--- config.mk ---
export PLATFORM = sky130hd
export DESIGN_NAME = sensor_response_frame_parser_top_flat
export DESIGN_NICKNAME = d
export VERILOG_FILES = /design/src/hdl/srfp_pkg.sv /design/src/hdl/srfp_if.sv /design/src/hdl/srfp_in_stage.sv /design/src/hdl/srfp_frame_track.sv /design/src/hdl/srfp_rsp_stage.sv /design/src/hdl/sensor_response_frame_parser_top.sv /design/src/flat_wrapper.sv
export SDC_FILE = /design/constraint.sdc
export NUM_CORES = 1
export LEC_CHECK = 0
export ABC_AREA = 1
export BUFFER_PORTS_ARGS = -buffer_cell sky130_fd_sc_hd__buf_2
export CORE_ASPECT_RATIO = 2
export CORE_MARGIN = 2
export CORE_UTILIZATION = 55
export DETAILED_ROUTE_END_ITERATION = 8
export GPL_ROUTABILITY_DRIVEN = 0
export GPL_TIMING_DRIVEN = 0
export PLACE_DENSITY = 0.75
export SETUP_SLACK_MARGIN = 0.2
export SLEW_MARGIN = 0
export SYNTH_ARGS = -nofsm -noshare
export SYNTH_HDL_FRONTEND = slang
export SYNTH_HIERARCHICAL = 1
export SYNTH_SLANG_ARGS = --single-unit
--- constraint.sdc ---
create_clock -name clock -period 7.35 [get_ports clock]
set_clock_uncertainty 0.1 [all_clocks]
set_input_delay 0.735 -clock clock [delete_from_list [all_inputs] [get_ports clock]]
set_output_delay 0.735 -clock clock [all_outputs]
set_load 0.02 [all_outputs]
--- src/hdl/srfp_pkg.sv ---
// Types and constants shared by the sensor response frame parser.
`default_nettype none
package srfp_pkg;

   localparam int unsigned FRAME_BYTES = 9;
   localparam int unsigned POS_W       = 4;

   localparam logic [POS_W-1:0] POS_HUNT  = POS_W'(0);
   localparam logic [POS_W-1:0] POS_CMD   = POS_W'(1);
   localparam logic [POS_W-1:0] POS_HIGH  = POS_W'(2);
   localparam logic [POS_W-1:0] POS_LOW   = POS_W'(3);
   localparam logic [POS_W-1:0] POS_FINAL = POS_W'(FRAME_BYTES - 1);
   localparam logic [POS_W-1:0] POS_LIMIT = POS_W'(FRAME_BYTES);

   localparam logic [7:0] START_BYTE   = 8'hFF;
   localparam logic [7:0] READ_COMMAND = 8'h86;

   typedef enum logic [1:0] {
      STATUS_OK      = 2'd0,
      STATUS_BAD_CMD = 2'd1,
      STATUS_BAD_SUM = 2'd2
   } status_type;

   typedef struct packed {
      logic        valid;
      logic [15:0] concentration;
      status_type  frame_status;
   } result_type;

endpackage : srfp_pkg
`default_nettype wire

--- src/hdl/srfp_if.sv ---
// Valid/ready channel interfaces for received bytes and frame results.
`default_nettype none
interface srfp_req_if;
   logic       valid;
   logic       ready;
   logic [7:0] rx_byte;

   modport source (output valid, output rx_byte, input ready);
   modport sink   (input valid, input rx_byte, output ready);
endinterface : srfp_req_if

interface srfp_rsp_if;
   logic        valid;
   logic        ready;
   logic [15:0] concentration;
   logic [1:0]  frame_status;

   modport source (output valid, output concentration, output frame_status, input ready);
   modport sink   (input valid, input concentration, input frame_status, output ready);
endinterface : srfp_rsp_if
`default_nettype wire

--- src/hdl/srfp_in_stage.sv ---
// Input register holding one received byte.
`default_nettype none
module srfp_in_stage (
   input  wire logic clock,
   input  wire logic reset,
   srfp_req_if.sink  req_chan,
   input  wire logic consume,
   output logic       byte_valid,
   output logic [7:0] byte_data
);
   logic       valid_ff;
   logic       valid_in;
   logic [7:0] byte_ff;
   logic       load;

   assign req_chan.ready = !valid_ff || consume;
   assign load           = req_chan.valid && req_chan.ready;

   always_comb begin
      valid_in = valid_ff;
      if (load) begin
         valid_in = 1'b1;
      end else if (consume) begin
         valid_in = 1'b0;
      end
   end

   always_ff @(posedge clock) begin
      if (reset) begin
         valid_ff <= 1'b0;
      end else begin
         valid_ff <= valid_in;
      end
   end

   always_ff @(posedge clock) begin
      if (load) begin
         byte_ff <= req_chan.rx_byte;
      end
   end

   assign byte_valid = valid_ff;
   assign byte_data  = byte_ff;

endmodule : srfp_in_stage
`default_nettype wire

--- src/hdl/srfp_frame_track.sv ---
// Frame position, running sum and field capture with command and checksum check.
`default_nettype none
module srfp_frame_track (
   input  wire logic clock,
   input  wire logic reset,
   input  wire logic byte_valid,
   input  wire logic [7:0] byte_data,
   input  wire logic room,
   output logic consume,
   output srfp_pkg::result_type result
);
   import srfp_pkg::*;

   logic [POS_W-1:0] pos_ff, pos_in;
   logic [7:0]       sum_ff, sum_in;
   logic [7:0]       cmd_ff, cmd_in;
   logic [7:0]       high_ff, high_in;
   logic [7:0]       low_ff, low_in;
   logic             hunting;
   logic [7:0]       expect_sum;

   assign consume    = byte_valid && room;
   assign hunting    = (pos_ff == POS_HUNT) || (pos_ff >= POS_LIMIT);
   assign expect_sum = 8'(8'd0 - sum_ff);

   always_comb begin
      pos_in  = pos_ff;
      sum_in  = sum_ff;
      cmd_in  = cmd_ff;
      high_in = high_ff;
      low_in  = low_ff;
      result  = '{valid: 1'b0, concentration: 16'd0, frame_status: STATUS_OK};
      if (consume) begin
         if (hunting) begin
            if (byte_data == START_BYTE) begin
               pos_in = POS_CMD;
               sum_in = 8'd0;
            end else begin
               pos_in = POS_HUNT;
            end
         end else if (pos_ff < POS_FINAL) begin
            sum_in = 8'(sum_ff + byte_data);
            if (pos_ff == POS_CMD) begin
               cmd_in = byte_data;
            end
            if (pos_ff == POS_HIGH) begin
               high_in = byte_data;
            end
            if (pos_ff == POS_LOW) begin
               low_in = byte_data;
            end
            pos_in = POS_W'(pos_ff + POS_W'(1));
         end else begin
            result.valid = 1'b1;
            priority if (cmd_ff != READ_COMMAND) begin
               result.frame_status = STATUS_BAD_CMD;
            end else if (byte_data != expect_sum) begin
               result.frame_status = STATUS_BAD_SUM;
            end else begin
               result.frame_status  = STATUS_OK;
               result.concentration = {high_ff, low_ff};
            end
            pos_in = POS_HUNT;
            sum_in = 8'd0;
         end
      end
   end

   always_ff @(posedge clock) begin
      if (reset) begin
         pos_ff  <= POS_HUNT;
         sum_ff  <= 8'd0;
         cmd_ff  <= 8'd0;
         high_ff <= 8'd0;
         low_ff  <= 8'd0;
      end else begin
         pos_ff  <= pos_in;
         sum_ff  <= sum_in;
         cmd_ff  <= cmd_in;
         high_ff <= high_in;
         low_ff  <= low_in;
      end
   end

   assert property (@(posedge clock) disable iff (reset) pos_ff <= POS_FINAL)
      else $error("frame position beyond final byte");

   assert property (@(posedge clock) disable iff (reset)
      result.valid |-> (pos_ff == POS_FINAL) && consume)
      else $error("result raised away from final byte");

   assert property (@(posedge clock) disable iff (reset)
      result.valid |=> (pos_ff == POS_HUNT) && (sum_ff == 8'd0))
      else $error("parser not back to hunting after a frame");

   assert property (@(posedge clock) disable iff (reset)
      result.valid && (result.frame_status != STATUS_OK) |-> result.concentration == 16'd0)
      else $error("concentration not cleared on a bad frame");

endmodule : srfp_frame_track
`default_nettype wire

--- src/hdl/srfp_rsp_stage.sv ---
// Result register feeding the response channel.
`default_nettype none
module srfp_rsp_stage (
   input  wire logic clock,
   input  wire logic reset,
   input  wire srfp_pkg::result_type result,
   output logic room,
   srfp_rsp_if.source rsp_chan
);
   import srfp_pkg::*;

   logic        valid_ff, valid_in;
   logic [15:0] conc_ff;
   status_type  status_ff;

   assign room = !valid_ff || rsp_chan.ready;

   always_comb begin
      valid_in = valid_ff;
      if (room) begin
         valid_in = result.valid;
      end
   end

   always_ff @(posedge clock) begin
      if (reset) begin
         valid_ff <= 1'b0;
      end else begin
         valid_ff <= valid_in;
      end
   end

   always_ff @(posedge clock) begin
      if (room && result.valid) begin
         conc_ff   <= result.concentration;
         status_ff <= result.frame_status;
      end
   end

   assign rsp_chan.valid         = valid_ff;
   assign rsp_chan.concentration = conc_ff;
   assign rsp_chan.frame_status  = 2'(status_ff);

endmodule : srfp_rsp_stage
`default_nettype wire

--- src/hdl/sensor_response_frame_parser_top.sv ---
// Top level of the sensor response frame parser.
//
//  channel  dir  handshake    payload
//  req_chan in   valid/ready  rx_byte[7:0]
//  rsp_chan out  valid/ready  concentration[15:0], frame_status[1:0]
//
// One byte per cycle sustained while the response channel does not stall; a byte
// passes the input register, then the result register written on the checksum byte.
// A result item is produced on the ninth byte of each frame.
// Synchronous reset returns the parser to hunting for the start byte.
// A stalled result holds; bytes keep flowing until the result register blocks.
`default_nettype none
module sensor_response_frame_parser_top (
   input  wire logic   clock,
   input  wire logic   reset,
   srfp_req_if.sink    req_chan,
   srfp_rsp_if.source  rsp_chan
);
   import srfp_pkg::*;

   logic       byte_valid;
   logic [7:0] byte_data;
   logic       consume;
   logic       room;
   result_type result;

   srfp_in_stage u_in_stage (
      .clock      (clock),
      .reset      (reset),
      .req_chan   (req_chan),
      .consume    (consume),
      .byte_valid (byte_valid),
      .byte_data  (byte_data)
   );

   srfp_frame_track u_frame_track (
      .clock      (clock),
      .reset      (reset),
      .byte_valid (byte_valid),
      .byte_data  (byte_data),
      .room       (room),
      .consume    (consume),
      .result     (result)
   );

   srfp_rsp_stage u_rsp_stage (
      .clock    (clock),
      .reset    (reset),
      .result   (result),
      .room     (room),
      .rsp_chan (rsp_chan)
   );

endmodule : sensor_response_frame_parser_top
`default_nettype wire
--- src/flat_wrapper.sv ---
// flat-port wrapper written by rule: the top's interface ports become plain ports
module sensor_response_frame_parser_top_flat import srfp_pkg::*;
  (clock, reset, req_chan_valid, req_chan_rx_byte, req_chan_ready, rsp_chan_valid, rsp_chan_concentration, rsp_chan_frame_status, rsp_chan_ready);
  srfp_req_if req_chan_i ();
  srfp_rsp_if rsp_chan_i ();
  input  wire logic clock;
  input  wire logic reset;
  input wire logic [$bits(req_chan_i.valid)-1:0] req_chan_valid;
  input wire logic [$bits(req_chan_i.rx_byte)-1:0] req_chan_rx_byte;
  output wire logic [$bits(req_chan_i.ready)-1:0] req_chan_ready;
  output wire logic [$bits(rsp_chan_i.valid)-1:0] rsp_chan_valid;
  output wire logic [$bits(rsp_chan_i.concentration)-1:0] rsp_chan_concentration;
  output wire logic [$bits(rsp_chan_i.frame_status)-1:0] rsp_chan_frame_status;
  input wire logic [$bits(rsp_chan_i.ready)-1:0] rsp_chan_ready;
  assign req_chan_i.valid = req_chan_valid;
  assign req_chan_i.rx_byte = req_chan_rx_byte;
  assign req_chan_ready = req_chan_i.ready;
  assign rsp_chan_valid = rsp_chan_i.valid;
  assign rsp_chan_concentration = rsp_chan_i.concentration;
  assign rsp_chan_frame_status = rsp_chan_i.frame_status;
  assign rsp_chan_i.ready = rsp_chan_ready;
  sensor_response_frame_parser_top u_core (.clock(clock), .reset(reset), .req_chan(req_chan_i), .rsp_chan(rsp_chan_i));
endmodule
==> impl_metrics.xml, run 1 <==
<?xml version="1.0" encoding="UTF-8"?>
<metrics>
  <group name="timing">
    <metric name="hold_violations" unit="">0</metric>
    <metric name="post-route-period-util" unit="%">32.1</metric>
    <metric name="fin_crit" unit="ns">2.36</metric>
    <metric name="fmaxAchievable" unit="GHz">0.424</metric>
    <metric name="tns" unit="ns">0</metric>
    <metric name="slew-limit-headroom" unit="%">53.5</metric>
    <metric name="finalSetupViolCount" unit="">0</metric>
    <metric name="worst_pin_slew" unit="ns">0.698</metric>
    <metric name="setup_repair_after_global_routing_missed_its_margin" unit="">false</metric>
    <metric name="finalMaxSlewViolations" unit="">0</metric>
    <metric name="setup_ws" unit="ns">4.99</metric>
  </group>
  <group name="yosys">
    <metric name="synth_most_common_cell" unit="">nand2_1</metric>
    <metric name="synth.cell_area" unit="sq um">3220</metric>
    <metric name="ys_dominant_reg_cell" unit="">dfxtp_1</metric>
    <metric name="synthesis.nets" unit="">414</metric>
    <metric name="flip_flop_and_latch_count_after_synthesis" unit="">64</metric>
    <metric name="netlist_instances" unit="">389</metric>
    <metric name="ys_seq_area_share" unit="%">47.8</metric>
    <metric name="yosys_warnings" unit="">6</metric>
    <metric name="synth.top_cells.by_area" unit="">edfxtp_1, dfxtp_1, nand2_1</metric>
    <metric name="synth_top_area_share" unit="%">24.2</metric>
    <metric name="synth_cell_types" unit="">33</metric>
    <metric name="proportion_of_synthesized_flip_flops_having_asynchronous_set_or_reset" unit="%">0</metric>
    <metric name="synth_area_per_cell" unit="sq um">8.29</metric>
    <metric name="netlist_top_cells_count" unit="">nand2_1, a21oi_1, dfxtp_1</metric>
    <metric name="yosys.area.top_type" unit="">edfxtp_1</metric>
    <metric name="number_of_enable_type_register_cells_in_the_synthesized_netlist" unit="">26</metric>
  </group>
  <group name="setup_path">
    <metric name="critical_path_buf_inv_count" unit="">5</metric>
    <metric name="data_required_time_at_the_worst_endpoint" unit="ns">6.51</metric>
    <metric name="regToRegSetupSlack" unit="ns">5.20</metric>
    <metric name="critPathTopFamily" unit="">buffers and inverters</metric>
    <metric name="worst_path_largest_cell_delay" unit="ns">0.20</metric>
    <metric name="worst-endpoint-arrival" unit="ns">1.53</metric>
    <metric name="worstPathCellList" unit="">buf_2 -&gt; inv_2 -&gt; nand2_2 -&gt; nand2_2 -&gt; inv_2 -&gt; inv_2 -&gt; nand2_2 -&gt; buf_2</metric>
    <metric name="endpoint_kind" unit="">output pin</metric>
    <metric name="criticalPathCategory" unit="">in -&gt; out</metric>
    <metric name="worst-path-max-fanout" unit="">8</metric>
    <metric name="cp-start-kind" unit="">input port</metric>
    <metric name="critical-path-slowest-cell" unit="">nand2_2</metric>
  </group>
  <group name="clocking">
    <metric name="cts_htree_levels" unit="">3</metric>
    <metric name="clk_latency" unit="ns">0.33</metric>
    <metric name="post-cts-setup-buffer-count" unit="">0</metric>
    <metric name="post_cts_resize_count" unit="">0</metric>
    <metric name="cts_tree" unit="">yes</metric>
    <metric name="max-clock-path-buffers" unit="">2</metric>
    <metric name="cts_made_buffers" unit="">9</metric>
    <metric name="cts.root.buffer_cell" unit="">clkbuf_16</metric>
    <metric name="clock_sinks" unit="">64</metric>
    <metric name="clkSlewWorstSetupHoldPaths" unit="ns">0.05</metric>
    <metric name="cts_hold_repair.buffers" unit="">0</metric>
  </group>
  <group name="route">
    <metric name="via_per_inst" unit="">5.46</metric>
    <metric name="via_count" unit="">2720</metric>
    <metric name="detailedRoute.firstPassIterationCount" unit="">4</metric>
    <metric name="drc" unit="">0</metric>
    <metric name="wirelength" unit="microns">7060</metric>
    <metric name="drtAntennaViolNets" unit="">0</metric>
    <metric name="avgRoutedWirePerCell" unit="microns">14.2</metric>
    <metric name="number_of_violations_reported_at_the_end_of_detailed_routing_iteration_0" unit="">82</metric>
  </group>
  <group name="layout">
    <metric name="area_growth_syn_to_layout" unit="%">17.7</metric>
    <metric name="antenna-diode-count" unit="">0</metric>
    <metric name="layout-drive-gt1-share" unit="%">22.4</metric>
    <metric name="fin_area" unit="sq um">3800</metric>
    <metric name="final_nets" unit="">457</metric>
    <metric name="layout.filler_cells" unit="">496</metric>
  </group>
  <group name="global_routing">
    <metric name="total_routing_usage_reported_by_global_routing" unit="%">24.2</metric>
    <metric name="antenna_found_initial" unit="">0</metric>
    <metric name="grt_remaining_overflow" unit="">0</metric>
    <metric name="grt_start_max_net_pins" unit="">19</metric>
    <metric name="grt_pass1_vias" unit="">2683</metric>
    <metric name="grt_pass1_wl" unit="microns">11700</metric>
  </group>
  <group name="floorplanning">
    <metric name="chipHeight" unit="microns">112</metric>
    <metric name="floorplan.rows" unit="">39</metric>
    <metric name="dieArea" unit="sq um">6530</metric>
    <metric name="ios" unit="">32</metric>
    <metric name="core-area" unit="sq um">5710</metric>
    <metric name="initial_core_util" unit="%">56.5</metric>
    <metric name="dieWidth" unit="microns">58.1</metric>
  </group>
  <group name="pwr">
    <metric name="sequentialPowerShare" unit="%">44.0</metric>
    <metric name="power.static_leakage" unit="nW">1.47</metric>
    <metric name="power.switching_fraction" unit="%">21.3</metric>
    <metric name="combinational_power_share" unit="%">3.5</metric>
    <metric name="p_clk_share" unit="%">52.5</metric>
    <metric name="cellInternalPower" unit="W">0.000678</metric>
    <metric name="pwrdens" unit="nW/um^2">227</metric>
    <metric name="switching_power_of_the_nets" unit="W">0.000183</metric>
    <metric name="vdd_ir_drop_max" unit="V">0.000256</metric>
  </group>
  <group name="outcome">
    <metric name="result_of_the_run" unit="">completed</metric>
  </group>
  <group name="flow_run">
    <metric name="drv_cap" unit="">0</metric>
  </group>
  <group name="placement">
    <metric name="place_area" unit="sq um">3470</metric>
    <metric name="dp_hpwl" unit="microns">5070</metric>
    <metric name="post-place-ws" unit="ns">4.99</metric>
    <metric name="placement.io_buffers" unit="">31</metric>
  </group>
  <group name="hold_path">
    <metric name="min-delay-path-class" unit="">reg -&gt; reg</metric>
  </group>
</metrics>
-- tightest hold or removal path: stages, from the launching register on --
cell	delay (ns)
dfxtp_1	0.29
inv_1	0.06
a21oi_1	0.05
-- power groups by stage --
stage / Clock, W / Sequential (W) / Combinational, W
after floorplan: 0 / 0.000383 / 0.0000201
after global placement: 0 / 0.000386 / 0.0000282
after detailed placement: 0 / 0.000386 / 0.0000292
after CTS: 0.000458 / 0.000379 / 0.0000296
after global routing: 0.000476 / 0.000379 / 0.0000330
final: 0.000452 / 0.000379 / 0.0000298
-- logic make-up (layout without fill, tap and decap cells) --
logic type	Yosys count	count (layout)	synth area share, %
flops	64	64	47.8
buf+inv	54	102	7.41
simple gates	192	192	28.4
compound gates	62	62	10.1
fa+ha+maj	13	13	5.28
xor+xnor	4	4	1.09
-- cells in the final DEF (no fill, tap or decap), drive strengths merged --
| cell type | instances |
|---|---|
| nor2 | 42 |
| nor4 | 1 |
| clkinvlp | 3 |
| xnor2 | 2 |
| fa | 1 |
| buf | 37 |
| o22ai | 1 |
| edfxtp | 26 |
| ha | 12 |
| clkinv | 5 |
| nor3 | 2 |
| nand3b | 1 |
| inv | 43 |
| nand3 | 31 |
| dfxtp | 38 |
| xor2 | 2 |
| nand2 | 106 |
| bufinv | 2 |
| o21ai | 18 |
| clkbuf | 12 |
| nand4 | 9 |
| a21oi | 42 |
| a31oi | 1 |
-- area by class of cell --
cell class	instances	area [sq um]	area share, %
Clock buffer	9	225	5.93
Sequential cell	64	1540	40.6
Inverter	46	175	4.61
Clock inverter	7	96.3	2.54
Multi-Input combinational cell	271	1450	38.1
Timing Repair Buffer	32	170	4.48
Tap cell	61	76.3	2.01
Buffer	8	63.8	1.68
-- worst paths after layout --
check / depth (start not counted) / to / startpoint
worst max-delay path: 8 / req_chan_ready / rsp_chan_ready
worst min register to register: 2 / u_core/u_frame_track/cmd_ff[3]$_SDFFE_PP0P_ / u_core/u_frame_track/cmd_ff[3]$_SDFFE_PP0P_
worst max register to register: 9 / u_core/u_rsp_stage/rsp_chan.concentration[9]$_DFFE_PP_ / u_core/u_in_stage/byte_data[0]$_DFFE_PP_
worst min-delay path: 2 / u_core/u_frame_track/cmd_ff[3]$_SDFFE_PP0P_ / u_core/u_frame_track/cmd_ff[3]$_SDFFE_PP0P_
-- sequential cells by signal (all words and copies together) (netlist names) --
register,flops
u_core/u_rsp_stage/rsp_chan.frame_status,2
u_core/u_frame_track/cmd_ff,8
u_core/u_in_stage/byte_data,8
u_core/u_in_stage/byte_valid,1
u_core/u_frame_track/sum_ff,8
u_core/u_rsp_stage/rsp_chan.valid,1
u_core/u_rsp_stage/rsp_chan.concentration,16
u_core/u_frame_track/high_ff,8
u_core/u_frame_track/pos_ff,4
u_core/u_frame_track/low_ff,8
-- routing by layer --
metal  global-route usage, %  share of wire, %  up-vias
li1                        -                 -     1373
met1                    22.5                36     1269
met2                    43.8                56       59
met3                    7.26               3.6       19
met4                    14.7               3.7        0
met5                       0                 0        -
-- through the flow --
| stage | hold slack [ns] | std cells | total power (W) | util (%) |
|---|---|---|---|---|
| 2_1_floorplan | 0.328 | 389 | 0.000403 | - |
| 3_3_place_gp | 0.341 | 481 | 0.000414 | 60.5 |
| 3_5_place_dp | 0.350 | 482 | 0.000416 | 60.9 |
| 4_1_cts | 0.359 | 498 | 0.000867 | 66.5 |
| 5_1_grt | 0.372 | 498 | 0.000889 | 66.5 |
| 6_report | 0.353 | 498 | 0.000861 | 66.5 |
No activity file was read; power rests on OpenSTA's default activity.
==> run 2: changes to the inputs <==
ABC_AREA = 0   (was 1)
clock period = 2.43 ns   (was 7.35 ns; I/O delays follow)
==> run 2 against run 1 <==
  * The run now ends with setup timing left
  * Sequential cell count is the same
  * Combinational power grew to 5.2 times the previous value
  * Synthesized cell count shrank 22%
  * Global-route usage grew 0.83 points
  * Core utilization grew 9.7 points
  * Final cell count shrank 11%
  * Non-clock buffer count grew 36
  * Area after synthesis shrank 2.4%
  * Clock power grew to 2.5 times the previous value
  * Sequential power grew to 3.0 times the previous value
  * Hold slack lost 0.34 ns
  * Critical path type is now reg -> reg
  * Largest cell class is now multi-input gates
  * Largest power group is now sequential cells
==> impl_metrics.xml, run 2 <==
<?xml version="1.0" encoding="UTF-8"?>
<metrics>
  <group name="outcome">
    <metric name="result_of_the_run" unit="">finished, violations left</metric>
    <metric name="failed_checks" unit="">setup timing</metric>
  </group>
  <group name="global_routing">
    <metric name="grt_pass1_wl" unit="microns">12200</metric>
    <metric name="grt_start_max_net_pins" unit="">19</metric>
    <metric name="grt_pass1_vias" unit="">2549</metric>
    <metric name="antenna_found_initial" unit="">0</metric>
    <metric name="grt_remaining_overflow" unit="">0</metric>
    <metric name="total_routing_usage_reported_by_global_routing" unit="%">25.0</metric>
  </group>
  <group name="hold_path">
    <metric name="worst_hold_path.num_cells" unit="">2</metric>
    <metric name="min-delay-path-class" unit="">in -&gt; reg</metric>
    <metric name="holdPathEnd" unit="">u_core/u_rsp_stage/rsp_chan.valid$_SDFFE_PP0P_</metric>
    <metric name="hold_path.startpoint" unit="">reset</metric>
  </group>
  <group name="setup_path">
    <metric name="worst_path_largest_cell_delay" unit="ns">0.51</metric>
    <metric name="cp-start-kind" unit="">flop</metric>
    <metric name="data_required_time_at_the_worst_endpoint" unit="ns">2.49</metric>
    <metric name="regToRegSetupSlack" unit="ns">-0.02</metric>
    <metric name="worst-path-max-fanout" unit="">5</metric>
    <metric name="regToRegStartpoint" unit="">u_core/u_in_stage/byte_data[7]$_DFFE_PP_</metric>
    <metric name="crit-reg2reg-capture" unit="">u_core/u_rsp_stage/rsp_chan.concentration[15]$_DFFE_PP_</metric>
    <metric name="critical-path-slowest-cell" unit="">or4b_4</metric>
    <metric name="endpoint_kind" unit="">flop</metric>
    <metric name="criticalPathCategory" unit="">reg -&gt; reg</metric>
    <metric name="critical_path_buf_inv_count" unit="">3</metric>
    <metric name="worstPathCellList" unit="">buf_6 -&gt; xor2_4 -&gt; or4b_4 -&gt; o221a_1 -&gt; o21a_1 -&gt; buf_6 -&gt; buf_12 -&gt; nor4b_4</metric>
    <metric name="worst-endpoint-arrival" unit="ns">2.51</metric>
    <metric name="timing.critical_path.mode_cell" unit="">buf_6</metric>
    <metric name="critPathTopFamily" unit="">simple AND/OR/NAND/NOR gates</metric>
    <metric name="reg2reg_depth" unit="">8</metric>
  </group>
  <group name="timing">
    <metric name="fin_crit" unit="ns">2.45</metric>
    <metric name="worst_pin_slew" unit="ns">0.824</metric>
    <metric name="post-route-period-util" unit="%">101</metric>
    <metric name="finalSetupViolCount" unit="">5</metric>
    <metric name="setup_ws" unit="ns">-0.0208</metric>
    <metric name="setup_repair_after_global_routing_missed_its_margin" unit="">true</metric>
    <metric name="finalMaxSlewViolations" unit="">0</metric>
    <metric name="slew-limit-headroom" unit="%">44.3</metric>
    <metric name="fmaxAchievable" unit="GHz">0.408</metric>
    <metric name="hold_violations" unit="">0</metric>
    <metric name="tns" unit="ns">-0.0562</metric>
  </group>
  <group name="yosys">
    <metric name="yosys.area.top_type" unit="">edfxtp_1</metric>
    <metric name="synth-xor-area-share" unit="%">3.06</metric>
    <metric name="synth_top_area_share" unit="%">24.8</metric>
    <metric name="synth_simple_gate_area_share" unit="%">24.0</metric>
    <metric name="ys_dominant_reg_cell" unit="">dfxtp_1</metric>
    <metric name="synth_top_family_by_area" unit="">simple AND/OR/NAND/NOR gates</metric>
    <metric name="synthMuxAreaShare" unit="%">0</metric>
    <metric name="synth.top_cells.by_area" unit="">edfxtp_1, dfxtp_1, a21oi_1</metric>
    <metric name="synth_area_per_cell" unit="sq um">10.3</metric>
    <metric name="netlist_instances" unit="">304</metric>
    <metric name="synthesis.nets" unit="">329</metric>
    <metric name="number_of_enable_type_register_cells_in_the_synthesized_netlist" unit="">26</metric>
    <metric name="post_synth_fa_ha_maj_area_fraction" unit="%">5.41</metric>
    <metric name="synth_compound_area_share" unit="%">14.1</metric>
    <metric name="netlist_top_cells_count" unit="">dfxtp_1, nand2_1, a21oi_1</metric>
    <metric name="proportion_of_synthesized_flip_flops_having_asynchronous_set_or_reset" unit="%">0</metric>
    <metric name="synth.cell_area" unit="sq um">3150</metric>
    <metric name="ys_seq_area_share" unit="%">49.0</metric>
    <metric name="yosys_warnings" unit="">6</metric>
    <metric name="synth_cell_types" unit="">50</metric>
    <metric name="flip_flop_and_latch_count_after_synthesis" unit="">64</metric>
    <metric name="synth_most_common_cell" unit="">dfxtp_1</metric>
  </group>
  <group name="clocking">
    <metric name="clk_latency" unit="ns">0.33</metric>
    <metric name="cts_htree_levels" unit="">3</metric>
    <metric name="clock_sinks" unit="">64</metric>
    <metric name="max-clock-path-buffers" unit="">2</metric>
    <metric name="clkSlewWorstSetupHoldPaths" unit="ns">0.05</metric>
    <metric name="cts.root.buffer_cell" unit="">clkbuf_16</metric>
    <metric name="cts_tree" unit="">yes</metric>
    <metric name="cts_made_buffers" unit="">9</metric>
  </group>
  <group name="floorplanning">
    <metric name="core-area" unit="sq um">5610</metric>
    <metric name="chipHeight" unit="microns">111</metric>
    <metric name="dieArea" unit="sq um">6380</metric>
    <metric name="ios" unit="">32</metric>
    <metric name="dieWidth" unit="microns">57.5</metric>
    <metric name="floorplan.rows" unit="">39</metric>
    <metric name="initial_core_util" unit="%">56.1</metric>
  </group>
  <group name="layout">
    <metric name="final_common_cell" unit="">nand2_1</metric>
    <metric name="layout.cells.most_common_list" unit="">nand2_1, dfxtp_1, buf_2, a21oi_1, edfxtp_1</metric>
    <metric name="layout-drive-gt1-share" unit="%">32.9</metric>
    <metric name="largest_register_ff_count" unit="">16</metric>
    <metric name="fin_area" unit="sq um">4280</metric>
    <metric name="antenna-diode-count" unit="">0</metric>
    <metric name="area_growth_syn_to_layout" unit="%">36.0</metric>
    <metric name="finalNonFillerCells" unit="">441</metric>
    <metric name="final_nets" unit="">400</metric>
    <metric name="final_core_utilization" unit="%">76.2</metric>
    <metric name="layout.filler_cells" unit="">347</metric>
  </group>
  <group name="placement">
    <metric name="dp_hpwl" unit="microns">4660</metric>
    <metric name="post-place-ws" unit="ns">-0.298</metric>
    <metric name="placement.io_buffers" unit="">31</metric>
    <metric name="place_area" unit="sq um">3390</metric>
    <metric name="place.detailed.instances" unit="">396</metric>
  </group>
  <group name="pwr">
    <metric name="power.switching_fraction" unit="%">22.6</metric>
    <metric name="power.static_leakage" unit="nW">1.63</metric>
    <metric name="cellInternalPower" unit="W">0.00188</metric>
    <metric name="switching_power_of_the_nets" unit="W">0.000549</metric>
    <metric name="vdd_ir_drop_max" unit="V">0.000697</metric>
    <metric name="combinational_power_share" unit="%">6.3</metric>
    <metric name="p_clk_share" unit="%">46.9</metric>
    <metric name="pwrdens" unit="nW/um^2">567</metric>
    <metric name="sequentialPowerShare" unit="%">46.8</metric>
  </group>
  <group name="route">
    <metric name="drtAntennaViolNets" unit="">0</metric>
    <metric name="drc" unit="">0</metric>
    <metric name="via_count" unit="">2708</metric>
    <metric name="detailedRoute.firstPassIterationCount" unit="">5</metric>
    <metric name="via_per_inst" unit="">6.14</metric>
    <metric name="avgRoutedWirePerCell" unit="microns">18.3</metric>
    <metric name="wirelength" unit="microns">8090</metric>
    <metric name="number_of_violations_reported_at_the_end_of_detailed_routing_iteration_0" unit="">142</metric>
  </group>
  <group name="flow_run">
    <metric name="drv_cap" unit="">0</metric>
  </group>
</metrics>
==> run 2: cell count changes after synthesis, sizes merged, moves of 12 or more <==
cell,previous run,this run
inv,43,11
nor4b,0,18
o21ai,18,6
nor2,42,13
nand2,106,35
==> run 2: final cells by class <==
type | instances | area, sq um | area share, %
Inverter | 11 | 41.3 | 0.965
Clock buffer | 11 | 233 | 5.44
Multi-Input combinational cell | 213 | 1780 | 41.6
Sequential cell | 64 | 1560 | 36.5
Timing Repair Buffer | 60 | 428 | 10.0
Clock inverter | 5 | 33.8 | 0.790
Buffer | 16 | 126 | 2.95
Tap cell | 61 | 76.3 | 1.78
==> run 2: cells by family after synthesis <==
kind of cell	Yosys count
simple gates	122
compound gates	67
flops	64
buf+inv	27
fa+ha+maj	13
xor+xnor	11
==> run 2: what timing repair did <==
item                       4_1_cts  5_1_grt
hold buffers                     8        0
gates resized for setup         45       28
setup buffers                   12        8
setup endpoints to repair       69       20
pin swaps                       13       13
hold endpoints to repair         8        0
gates cloned                     1        0
==> run 2: routing by layer <==
| metal | track usage, % | up-vias | wire, microns |
|---|---|---|---|
| li1 | - | 1268 | - |
| met1 | 32.1 | 1298 | 3200 |
| met2 | 39.5 | 112 | 4090 |
| met3 | 4.55 | 30 | 436 |
| met4 | 12.7 | 0 | 367 |
| met5 | 0 | - | 0 |
==> run 2: power by group through the flow <==
stage	Clock [W]	Combinational, W	Sequential, W
2_1_floorplan	0	0.0000682	0.00116
3_3_place_gp	0	0.0000891	0.00117
3_5_place_dp	0	0.0000929	0.00117
5_1_grt	0.00119	0.000164	0.00114
6_report	0.00114	0.000154	0.00114
4_1_cts	0.00114	0.000132	0.00114
==> run 2: metrics by stage <==
stage               power (W)  hold slack (ns)
CTS                   0.00241           0.0125
global route          0.00249           0.0176
finish                0.00243           0.0138
global placement      0.00126            0.320
detailed placement    0.00126            0.321
floorplan             0.00123            0.205
==> run 2: worst max path at each step <==
stage,from,to,depth (start not counted)
5_1_grt,u_core/u_in_stage/byte_data[7]$_DFFE_PP_,u_core/u_rsp_stage/rsp_chan.concentration[13]$_DFFE_PP_,8
3_5_place_dp,u_core/u_frame_track/pos_ff[1]$_SDFFE_PP0P_,u_core/u_rsp_stage/rsp_chan.concentration[9]$_DFFE_PP_,9
4_1_cts,u_core/u_frame_track/sum_ff[3]$_SDFFE_PP0P_,u_core/u_rsp_stage/rsp_chan.concentration[2]$_DFFE_PP_,7
2_1_floorplan,u_core/u_in_stage/byte_data[7]$_DFFE_PP_,u_core/u_rsp_stage/rsp_chan.frame_status[1]$_DFFE_PP_,8
3_3_place_gp,u_core/u_frame_track/pos_ff[0]$_SDFFE_PP0P_,u_core/u_frame_track/low_ff[2]$_SDFFE_PP0P_,6
6_report,u_core/u_in_stage/byte_data[7]$_DFFE_PP_,u_core/u_rsp_stage/rsp_chan.concentration[15]$_DFFE_PP_,8
==> run 2: worst register-to-register path, stage by stage (launching register included) <==
cell,delay (ns)
edfxtp_1,0.39
buf_6,0.15
xor2_4,0.14
or4b_4,0.51
o221a_1,0.25
o21a_1,0.18
buf_6,0.14
buf_12,0.15
nor4b_4,0.26
